==> src/hw/rtl/tts_pkg.sv <==
// Shared types and constants of the task table scheduler.
package tts_pkg;

  localparam int MAX_TASKS_DEF = 16;
  localparam int PRIO_W        = 8;
  localparam int ID_W          = 4;
  localparam int CMD_W         = 2;
  localparam int STATUS_W      = 2;

  // Request commands.
  typedef enum logic [CMD_W-1:0] {
    CMD_CREATE      = 2'd0,
    CMD_CREATE_PRIO = 2'd1,
    CMD_SCHEDULE    = 2'd2,
    CMD_QUERY       = 2'd3
  } cmd_t;

  // Response status codes.
  typedef enum logic [STATUS_W-1:0] {
    ST_OK    = 2'd0,
    ST_FULL  = 2'd1,
    ST_EMPTY = 2'd2
  } status_t;

  typedef struct packed {
    logic [CMD_W-1:0]  command;
    logic [PRIO_W-1:0] priority_req;
  } req_item_t;

  typedef struct packed {
    logic [ID_W-1:0]     task_id;
    logic [STATUS_W-1:0] status;
  } rsp_item_t;

  // Flags from the shared step unit back to the sequencer.
  typedef struct packed {
    logic at_end;  // index plus one reaches the allocated count
    logic hit;     // other slot with priority at or below the reference
  } step_flags_t;

endpackage

==> src/hw/rtl/task_table_scheduler.sv <==
// Task table scheduler top level: register port and command sequencer.
//
// Requests (req_valid/req_ready/req) carry a command and a priority; each
// accepted item yields exactly one response item on rsp_valid/rsp_ready/rsp.
// Create, query and round-robin schedule finish in the accepting cycle; the
// result is registered and, barring a receiver stall, a new item can be taken
// every cycle. A priority-mode schedule reads the current slot's priority,
// then scans the table one slot per cycle through the single memory read
// port; req_ready stays low until the scan ends. Register sched_mode (byte
// address 0) picks round robin (0) or priority scan (1); the user ensures it
// is written only while the block is idle, which the block does not enforce.
// Reset empties the table, sets the current task to 0 and selects round
// robin; no clearing pass is needed since every allocated slot is written
// when it is created. When the receiver stalls, the block still takes one
// more item and parks its response in a pending register until the output
// register drains; further items wait.
module task_table_scheduler #(
  parameter int MAX_TASKS = tts_pkg::MAX_TASKS_DEF
) (
  input  logic               clk,
  input  logic               rst,
  input  logic               psel,
  input  logic               penable,
  input  logic               pwrite,
  input  logic [2:0]         paddr,
  input  logic [31:0]        pwdata,
  output logic [31:0]        prdata,
  output logic               pready,
  input  logic               req_valid,
  output logic               req_ready,
  input  tts_pkg::req_item_t req,
  output logic               rsp_valid,
  input  logic               rsp_ready,
  output tts_pkg::rsp_item_t rsp
);
  import tts_pkg::*;

  localparam logic REG_SCHED_MODE = 1'b0;

  logic sched_mode;
  logic cfg_write;

  // Register port: zero wait states, the register word sits at address 0.
  assign pready    = 1'b1;
  assign cfg_write = psel && penable && pwrite;

  always_ff @(posedge clk) begin
    if (rst) begin
      sched_mode <= 1'b0;
    end else if (cfg_write && (paddr[2] == REG_SCHED_MODE)) begin
      sched_mode <= pwdata[0];
    end
  end

  always_comb begin
    prdata = '0;
    if (paddr[2] == REG_SCHED_MODE) begin
      prdata[0] = sched_mode;
    end
  end

  tts_core #(
    .MAX_TASKS (MAX_TASKS)
  ) u_core (
    .clk        (clk),
    .rst        (rst),
    .sched_mode (sched_mode),
    .req_valid  (req_valid),
    .req_ready  (req_ready),
    .req        (req),
    .rsp_valid  (rsp_valid),
    .rsp_ready  (rsp_ready),
    .rsp        (rsp)
  );

endmodule

==> src/hw/rtl/tts_prio_ram.sv <==
// Priority table memory with one write port and one registered read port.
module tts_prio_ram #(
  parameter int DEPTH  = tts_pkg::MAX_TASKS_DEF,
  parameter int ADDR_W = $clog2(DEPTH)
) (
  input  logic                      clk,
  input  logic                      we,
  input  logic [ADDR_W-1:0]         waddr,
  input  logic [tts_pkg::PRIO_W-1:0] wdata,
  input  logic                      re,
  input  logic [ADDR_W-1:0]         raddr,
  output logic [tts_pkg::PRIO_W-1:0] rdata
);
  import tts_pkg::*;

  logic [PRIO_W-1:0] mem [DEPTH];

  // Write port.
  always_ff @(posedge clk) begin
    if (we) begin
      mem[waddr] <= wdata;
    end
  end

  // Registered read port.
  always_ff @(posedge clk) begin
    if (re) begin
      rdata <= mem[raddr];
    end
  end

endmodule

==> src/hw/rtl/tts_step_unit.sv <==
// Shared index increment, end-of-table compare and priority compare.
module tts_step_unit #(
  parameter int IDX_W = 4,
  parameter int CNT_W = 5
) (
  input  logic [IDX_W-1:0]           idx,
  input  logic [IDX_W-1:0]           self_idx,
  input  logic [CNT_W-1:0]           limit,
  input  logic [tts_pkg::PRIO_W-1:0] prio_a,
  input  logic [tts_pkg::PRIO_W-1:0] prio_b,
  output logic [IDX_W-1:0]           idx_inc,
  output tts_pkg::step_flags_t       flags
);
  import tts_pkg::*;

  logic [CNT_W:0] sum;

  // One increment serves both the round-robin step and the scan step.
  assign sum     = (CNT_W+1)'(idx) + (CNT_W+1)'(1);
  assign idx_inc = sum[IDX_W-1:0];

  assign flags.at_end = (sum >= (CNT_W+1)'(limit));
  assign flags.hit    = (idx != self_idx) && (prio_a <= prio_b);

endmodule

==> src/hw/rtl/tts_core.sv <==
// Command sequencer: task table state, priority scan and response register.
module tts_core #(
  parameter int MAX_TASKS = tts_pkg::MAX_TASKS_DEF,
  parameter int IDX_W     = $clog2(MAX_TASKS),
  parameter int CNT_W     = $clog2(MAX_TASKS + 1)
) (
  input  logic               clk,
  input  logic               rst,
  input  logic               sched_mode,
  input  logic               req_valid,
  output logic               req_ready,
  input  tts_pkg::req_item_t req,
  output logic               rsp_valid,
  input  logic               rsp_ready,
  output tts_pkg::rsp_item_t rsp
);
  import tts_pkg::*;

  typedef enum logic [3:0] {
    S_IDLE = 4'b0001,
    S_CUR  = 4'b0010,
    S_SCAN = 4'b0100,
    S_HOLD = 4'b1000
  } state_t;

  state_t            state, state_next;
  logic [CNT_W-1:0]  task_count, task_count_next;
  logic [IDX_W-1:0]  current_task, current_task_next;
  logic [IDX_W-1:0]  scan_idx, scan_idx_next;
  logic [PRIO_W-1:0] cur_prio, cur_prio_next;
  logic              rsp_valid_next;
  rsp_item_t         rsp_next;
  rsp_item_t         pend, pend_next;

  // Memory port signals.
  logic              ram_we;
  logic [IDX_W-1:0]  ram_waddr;
  logic [PRIO_W-1:0] ram_wdata;
  logic              ram_re;
  logic [IDX_W-1:0]  ram_raddr;
  logic [PRIO_W-1:0] ram_rdata;

  // Shared step unit signals.
  logic [IDX_W-1:0]  step_idx;
  logic [IDX_W-1:0]  step_inc;
  step_flags_t       step_flags;

  // Result of the current item, when one is ready this cycle.
  logic              res_ready;
  logic [IDX_W-1:0]  res_idx;
  status_t           res_status;
  logic [IDX_W+3:0]  res_ext;

  logic              accept;
  logic              table_full;

  assign req_ready  = (state == S_IDLE);
  assign accept     = req_valid && req_ready;
  assign table_full = (task_count == CNT_W'(MAX_TASKS));
  assign step_idx   = (state == S_SCAN) ? scan_idx : current_task;
  assign res_ext    = {4'b0000, res_idx};

  tts_prio_ram #(
    .DEPTH  (MAX_TASKS),
    .ADDR_W (IDX_W)
  ) u_ram (
    .clk   (clk),
    .we    (ram_we),
    .waddr (ram_waddr),
    .wdata (ram_wdata),
    .re    (ram_re),
    .raddr (ram_raddr),
    .rdata (ram_rdata)
  );

  tts_step_unit #(
    .IDX_W (IDX_W),
    .CNT_W (CNT_W)
  ) u_step (
    .idx      (step_idx),
    .self_idx (current_task),
    .limit    (task_count),
    .prio_a   (ram_rdata),
    .prio_b   (cur_prio),
    .idx_inc  (step_inc),
    .flags    (step_flags)
  );

  // Sequencer next-state logic, response register and pending slot.
  always_comb begin
    state_next        = state;
    task_count_next   = task_count;
    current_task_next = current_task;
    scan_idx_next     = scan_idx;
    cur_prio_next     = cur_prio;
    ram_we            = 1'b0;
    ram_waddr         = task_count[IDX_W-1:0];
    ram_wdata         = '0;
    ram_re            = 1'b0;
    ram_raddr         = current_task;
    res_ready         = 1'b0;
    res_idx           = current_task;
    res_status        = ST_OK;
    rsp_valid_next    = rsp_valid;
    rsp_next          = rsp;
    pend_next         = pend;

    case (state)
      S_IDLE: begin
        if (accept) begin
          case (req.command)
            CMD_CREATE, CMD_CREATE_PRIO: begin
              res_ready = 1'b1;
              if (table_full) begin
                res_idx    = '0;
                res_status = ST_FULL;
              end else begin
                // A plain create stores zero so every allocated slot is written.
                res_idx         = task_count[IDX_W-1:0];
                ram_we          = 1'b1;
                ram_wdata       = (req.command == CMD_CREATE_PRIO) ? req.priority_req : '0;
                task_count_next = task_count + CNT_W'(1);
              end
            end
            CMD_SCHEDULE: begin
              if (task_count == '0) begin
                res_ready  = 1'b1;
                res_status = ST_EMPTY;
              end else if (!sched_mode) begin
                res_ready         = 1'b1;
                current_task_next = step_flags.at_end ? '0 : step_inc;
                res_idx           = current_task_next;
              end else begin
                // Fetch the current slot's priority first.
                ram_re     = 1'b1;
                ram_raddr  = current_task;
                state_next = S_CUR;
              end
            end
            default: begin
              res_ready = 1'b1;
            end
          endcase
        end
      end
      S_CUR: begin
        cur_prio_next = ram_rdata;
        scan_idx_next = '0;
        ram_re        = 1'b1;
        ram_raddr     = '0;
        state_next    = S_SCAN;
      end
      S_SCAN: begin
        // Read data holds the priority of scan_idx.
        if (step_flags.hit) begin
          res_ready         = 1'b1;
          current_task_next = scan_idx;
          res_idx           = scan_idx;
        end else if (step_flags.at_end) begin
          res_ready = 1'b1;
        end else begin
          scan_idx_next = step_inc;
          ram_re        = 1'b1;
          ram_raddr     = step_inc;
        end
      end
      S_HOLD: begin
        if (rsp_ready) begin
          state_next = S_IDLE;
        end
      end
      default: begin
        state_next = S_IDLE;
      end
    endcase

    // Response register and pending slot when the receiver stalls.
    if (rsp_valid && rsp_ready) begin
      rsp_valid_next = 1'b0;
    end
    if (state == S_HOLD) begin
      if (rsp_ready) begin
        rsp_valid_next = 1'b1;
        rsp_next       = pend;
      end
    end else if (res_ready) begin
      if (!rsp_valid || rsp_ready) begin
        rsp_valid_next   = 1'b1;
        rsp_next.task_id = res_ext[3:0];
        rsp_next.status  = res_status;
        state_next       = S_IDLE;
      end else begin
        pend_next.task_id = res_ext[3:0];
        pend_next.status  = res_status;
        state_next        = S_HOLD;
      end
    end
  end

  // Control registers.
  always_ff @(posedge clk) begin
    if (rst) begin
      state        <= S_IDLE;
      task_count   <= '0;
      current_task <= '0;
      rsp_valid    <= 1'b0;
    end else begin
      state        <= state_next;
      task_count   <= task_count_next;
      current_task <= current_task_next;
      rsp_valid    <= rsp_valid_next;
    end
  end

  // Payload registers.
  always_ff @(posedge clk) begin
    scan_idx <= scan_idx_next;
    cur_prio <= cur_prio_next;
    rsp      <= rsp_next;
    pend     <= pend_next;
  end

endmodule

==> config.mk <==
export PLATFORM = sky130hd
export DESIGN_NAME = task_table_scheduler
export DESIGN_NICKNAME = d
export VERILOG_FILES = /design/src/hw/rtl/tts_pkg.sv /design/src/hw/rtl/task_table_scheduler.sv /design/src/hw/rtl/tts_prio_ram.sv /design/src/hw/rtl/tts_step_unit.sv /design/src/hw/rtl/tts_core.sv
export SDC_FILE = /design/constraint.sdc
export NUM_CORES = 1
export LEC_CHECK = 0
export ABC_AREA = 1
export CAP_MARGIN = 30
export CORE_MARGIN = 2
export CORE_UTILIZATION = 60
export CTS_CLUSTER_SIZE = 14
export DETAILED_ROUTE_END_ITERATION = 12
export DONT_BUFFER_PORTS = 1
export PLACE_DENSITY = 0.76
export SYNTH_ARGS = -nofsm -noshare
export SYNTH_HDL_FRONTEND = slang
export SYNTH_SLANG_ARGS = --single-unit
export TNS_END_PERCENT = 10
==> constraint.sdc <==
create_clock -name clk -period 4.35 [get_ports clk]
set_input_delay 0.6525 -clock clk [delete_from_list [all_inputs] [get_ports clk]]
set_output_delay 0.6525 -clock clk [all_outputs]
set_load 0.05 [all_outputs]
==> results.yml <==
floorplan:
  dieArea_um2: 15400
  core_um2: 13990
  io_pins: 93
  rows: 43
  start_util: 0.6187
  dieHeight_um: 124.1
  die_w_um: 124.1
clock_network:
  cts_resized: 0
  htree_levels: 4
  cts_buffer_depth: 2
  clk_pin_slew_ns: 0.07
  clock-sinks: 175
  postCtsSetupBuffers: 0
  numCtsBuffers: 17
  cts_tree: "yes"
  cts_hold_buf: 0
  clkLatencyLatePin_ns: 0.43
  cts_root_buf: "clkbuf_16"
worst_setup_path:
  reg2reg_depth: 23
  path_buf_inv: 2
  crit_top_cell: "nand2_1"
  worstSetupPathType: "register to register"
  worstPathMaxFanout: 34
  critPathSlowestCell: "dfxtp_1"
  cp.depth: 23
  crit_family: "simple AND/OR/NAND/NOR gates"
  crit_chain: "nor2_2 > nand3_4 > nor2_2 > a21oi_2 > ha_1 > xor2_1 > inv_1 > ha_1 > nand2_1 > nor2_1 > o21ai_0 > nand4_1 > nand2_1 > nand3_4 > nand2_2 > nand2_4 > buf_12 > nand2_1 > nand2_1 > nand2_1 > nand3_1 > nand3_1 > nand2_1"
  slowest_delay_ns: 0.35
  required_ns: 4.53
  start_kind: "register"
  cp.arrival_ns: 4.16
  end_kind: "register"
pwr:
  finalPower_mw: 3.902
  ir_drop_mv: 0.3101
  p_per_area_nw_per_um2: 420.3
  p_leak_nw: 3.974
synth:
  netlist_instances: 902
  yosysWarnings: 0
  synth_top_cell_by_area: "edfxtp_1"
  syn_area_um2: 8655
  yosys-top-cells-area: "edfxtp_1, nand2_1, nand3_1"
  synth-edff-count: 160
  ys_dominant_reg_cell: "edfxtp_1"
  synth-seq-cells: 175
  syn_avg_cell_area_um2: 9.595
  yosysUniqueCellTypes: 40
  yosysSeqAreaShare: 0.5899
  synth_top_area_frac: 0.5552
  ys_async_sr_fraction: 0
placement:
  io_buffers: 0
  gp_congestion: 0.9271
  dp_hpwl_mm: 11.76
route:
  route.detailed.drc: 0
  viasPerCell: 5.553
  num_vias: 6058
  wire_per_inst_um: 16.71
  wirelength_mm: 18.23
  ant_nets: 0
  dr.pass1.iters: 5
  drtIter0Drc: 634
min_path:
  min_path_cells: 1
  min_path_type: "primary input to register"
timing:
  setup_viol: 0
  timing.final.hold_violations: 0
  clock_skew_ns: 0.006154
  slew_violations: 0
  holdWs_ns: 0.2769
  period_share: 0.9140
  fin_setup_tns_ns: 0
  slew_headroom: 0.3527
  period_needed_ns: 3.976
  tightest_slew_ns: 0.9657
  fmaxAchievable_ghz: 0.2515
  rsz0062_at_grt: "false"
status:
  status: "completed"
global_route:
  grt_max_degree: 65
  antenna_found_initial: 0
  grt_pass1_wl_mm: 28.70
  track_usage: 0.2555
  overflow: 0
  grt_pass1_vias: 5568
final_layout:
  fillers: 1107
  syn_to_final_growth_pct: 7.272
  drive_above_1_share: 0.07464
  nets: 968
  n_antenna_cell: 0
run:
  cap_violations: 0
==> logic make-up (layout without fill, tap and decap cells) <==
| kind of cell | Yosys count | in the layout | share of synthesized area |
|---|---|---|---|
| adders and majority gates | 18 | 18 | 0.02602 |
| xor gates and xnor gates | 4 | 4 | 0.004916 |
| AOI/OAI and AO/OA | 61 | 61 | 0.04178 |
| and+or+nand+nor | 450 | 450 | 0.2286 |
| other | 2 | 32 | 0.0008678 |
| buffers and inverters | 192 | 171 | 0.1080 |
| DFF | 175 | 175 | 0.5899 |
==> worst paths after layout <==
check	endpoint	slack, ns	from
min reg2reg	u_core.cur_prio[5]$_DFFE_PP_	0.46	u_core.u_ram.rdata[5]$_DFFE_PP_
max reg2reg	u_core.u_ram.rdata[2]$_DFFE_PP_	0.37	u_core.state[0]$_SDFF_PP1_
min	u_core.state[3]$_SDFF_PP0_	0.28	rst
max	u_core.u_ram.rdata[2]$_DFFE_PP_	0.37	u_core.state[0]$_SDFF_PP1_
==> final cells by class <==
type / instances / area (um2) / share of cell area
multi-input cells: 565 / 2733 / 0.2943
clock inverters: 15 / 182.7 / 0.01968
flip-flops and latches: 175 / 5105 / 0.5499
well taps: 180 / 225.2 / 0.02426
inverters: 127 / 479.2 / 0.05162
repair buffers: 12 / 133.9 / 0.01442
clock buffers: 17 / 425.4 / 0.04582
==> cells in the mapped netlist, types with 2 or more instances <==
| cell type | instances |
|---|---|
| nand2_1 | 221 |
| edfxtp_1 | 160 |
| nand3_1 | 157 |
| inv_1 | 120 |
| nor2_1 | 54 |
| buf_4 | 36 |
| o21ai_0 | 23 |
| a21oi_1 | 21 |
| buf_2 | 19 |
| ha_1 | 18 |
| dfxtp_1 | 15 |
| buf_6 | 7 |
| inv_2 | 6 |
| clkbuf_1 | 3 |
| nand2_2 | 3 |
| nor2_2 | 3 |
| o211ai_1 | 3 |
| xor2_1 | 3 |
| a21o_1 | 2 |
| a21oi_2 | 2 |
| conb_1 | 2 |
| nand2_4 | 2 |
| nand3_4 | 2 |
| nand4_1 | 2 |
| nor3_1 | 2 |
| o221ai_1 | 2 |
==> where the power goes <==
part / internal (mW) / switching [mW]
registers: 1.86 / 0.0421
logic: 0.110 / 0.325
clock network: 0.911 / 0.655
total: 2.88 / 1.02
==> flip-flops by register name (all words and copies together), names as in the netlist <==
name,count
u_core.u_ram.mem,128
u_core.cur_prio,8
u_core.u_ram.rdata,8
u_core.pend,6
u_core.rsp,6
u_core.task_count,5
u_core.current_task,4
u_core.scan_idx,4
u_core.state,4
sched_mode,1
u_core.rsp_valid,1
==> per-layer routing <==
metal | global-route usage | share of wire
met1 | 0.3538 | 0.41
met4 | 0.1039 | 0.027
met3 | 0.05907 | 0.084
met2 | 0.3928 | 0.48
met5 | 0 | 0
==> worst reg2reg max path, delay by kind of cell (launching register included) <==
kind                     cells  cell delay [ns]
AND/OR/NAND/NOR             16             2.10
adder cells (fa/ha/maj)      2             0.54
buffers and inverters        2             0.38
flip-flops                   1             0.35
XOR/XNOR                     1             0.19
AO/OA/AOI/OAI                2             0.17
==> cell usage in the layout, fill, tap and decap left out, drive strengths merged <==
master | synthesis | layout
clkbuf | 3 | 18
bufinv | 0 | 3
a211oi | 1 | 1
nor3b | 1 | 1
nand2 | 226 | 226
buf | 62 | 11
o22ai | 1 | 1
nor4 | 1 | 1
clkinvlp | 0 | 3
nand4 | 3 | 3
dfxtp | 15 | 15
o21ai | 26 | 26
a21o | 2 | 2
ha | 18 | 18
nor3 | 2 | 2
inv | 127 | 132
o21bai | 1 | 1
nor2 | 57 | 57
o31ai | 1 | 1
edfxtp | 160 | 160
clkinv | 0 | 4
o311a | 1 | 1
o211ai | 3 | 3
xor2 | 4 | 4
nand3 | 160 | 160
a21oi | 23 | 23
conb | 2 | 32
o221ai | 2 | 2
==> through the flow <==
stage | area, um2 | setup slack, ns | utilization | instances
finish | 9284 | 0.3742 | 0.6637 | 1091
CTS | 9270 | 0.3911 | 0.6627 | 1090
floorplan | 8767 | 1.170 | - | 932
global placement | 8632 | 0.4683 | 0.6171 | 1054
global route | 9284 | 0.06447 | 0.6637 | 1091
detailed placement | 8662 | 0.4242 | 0.6192 | 1058
No activity file was read; power rests on OpenSTA's default activity.
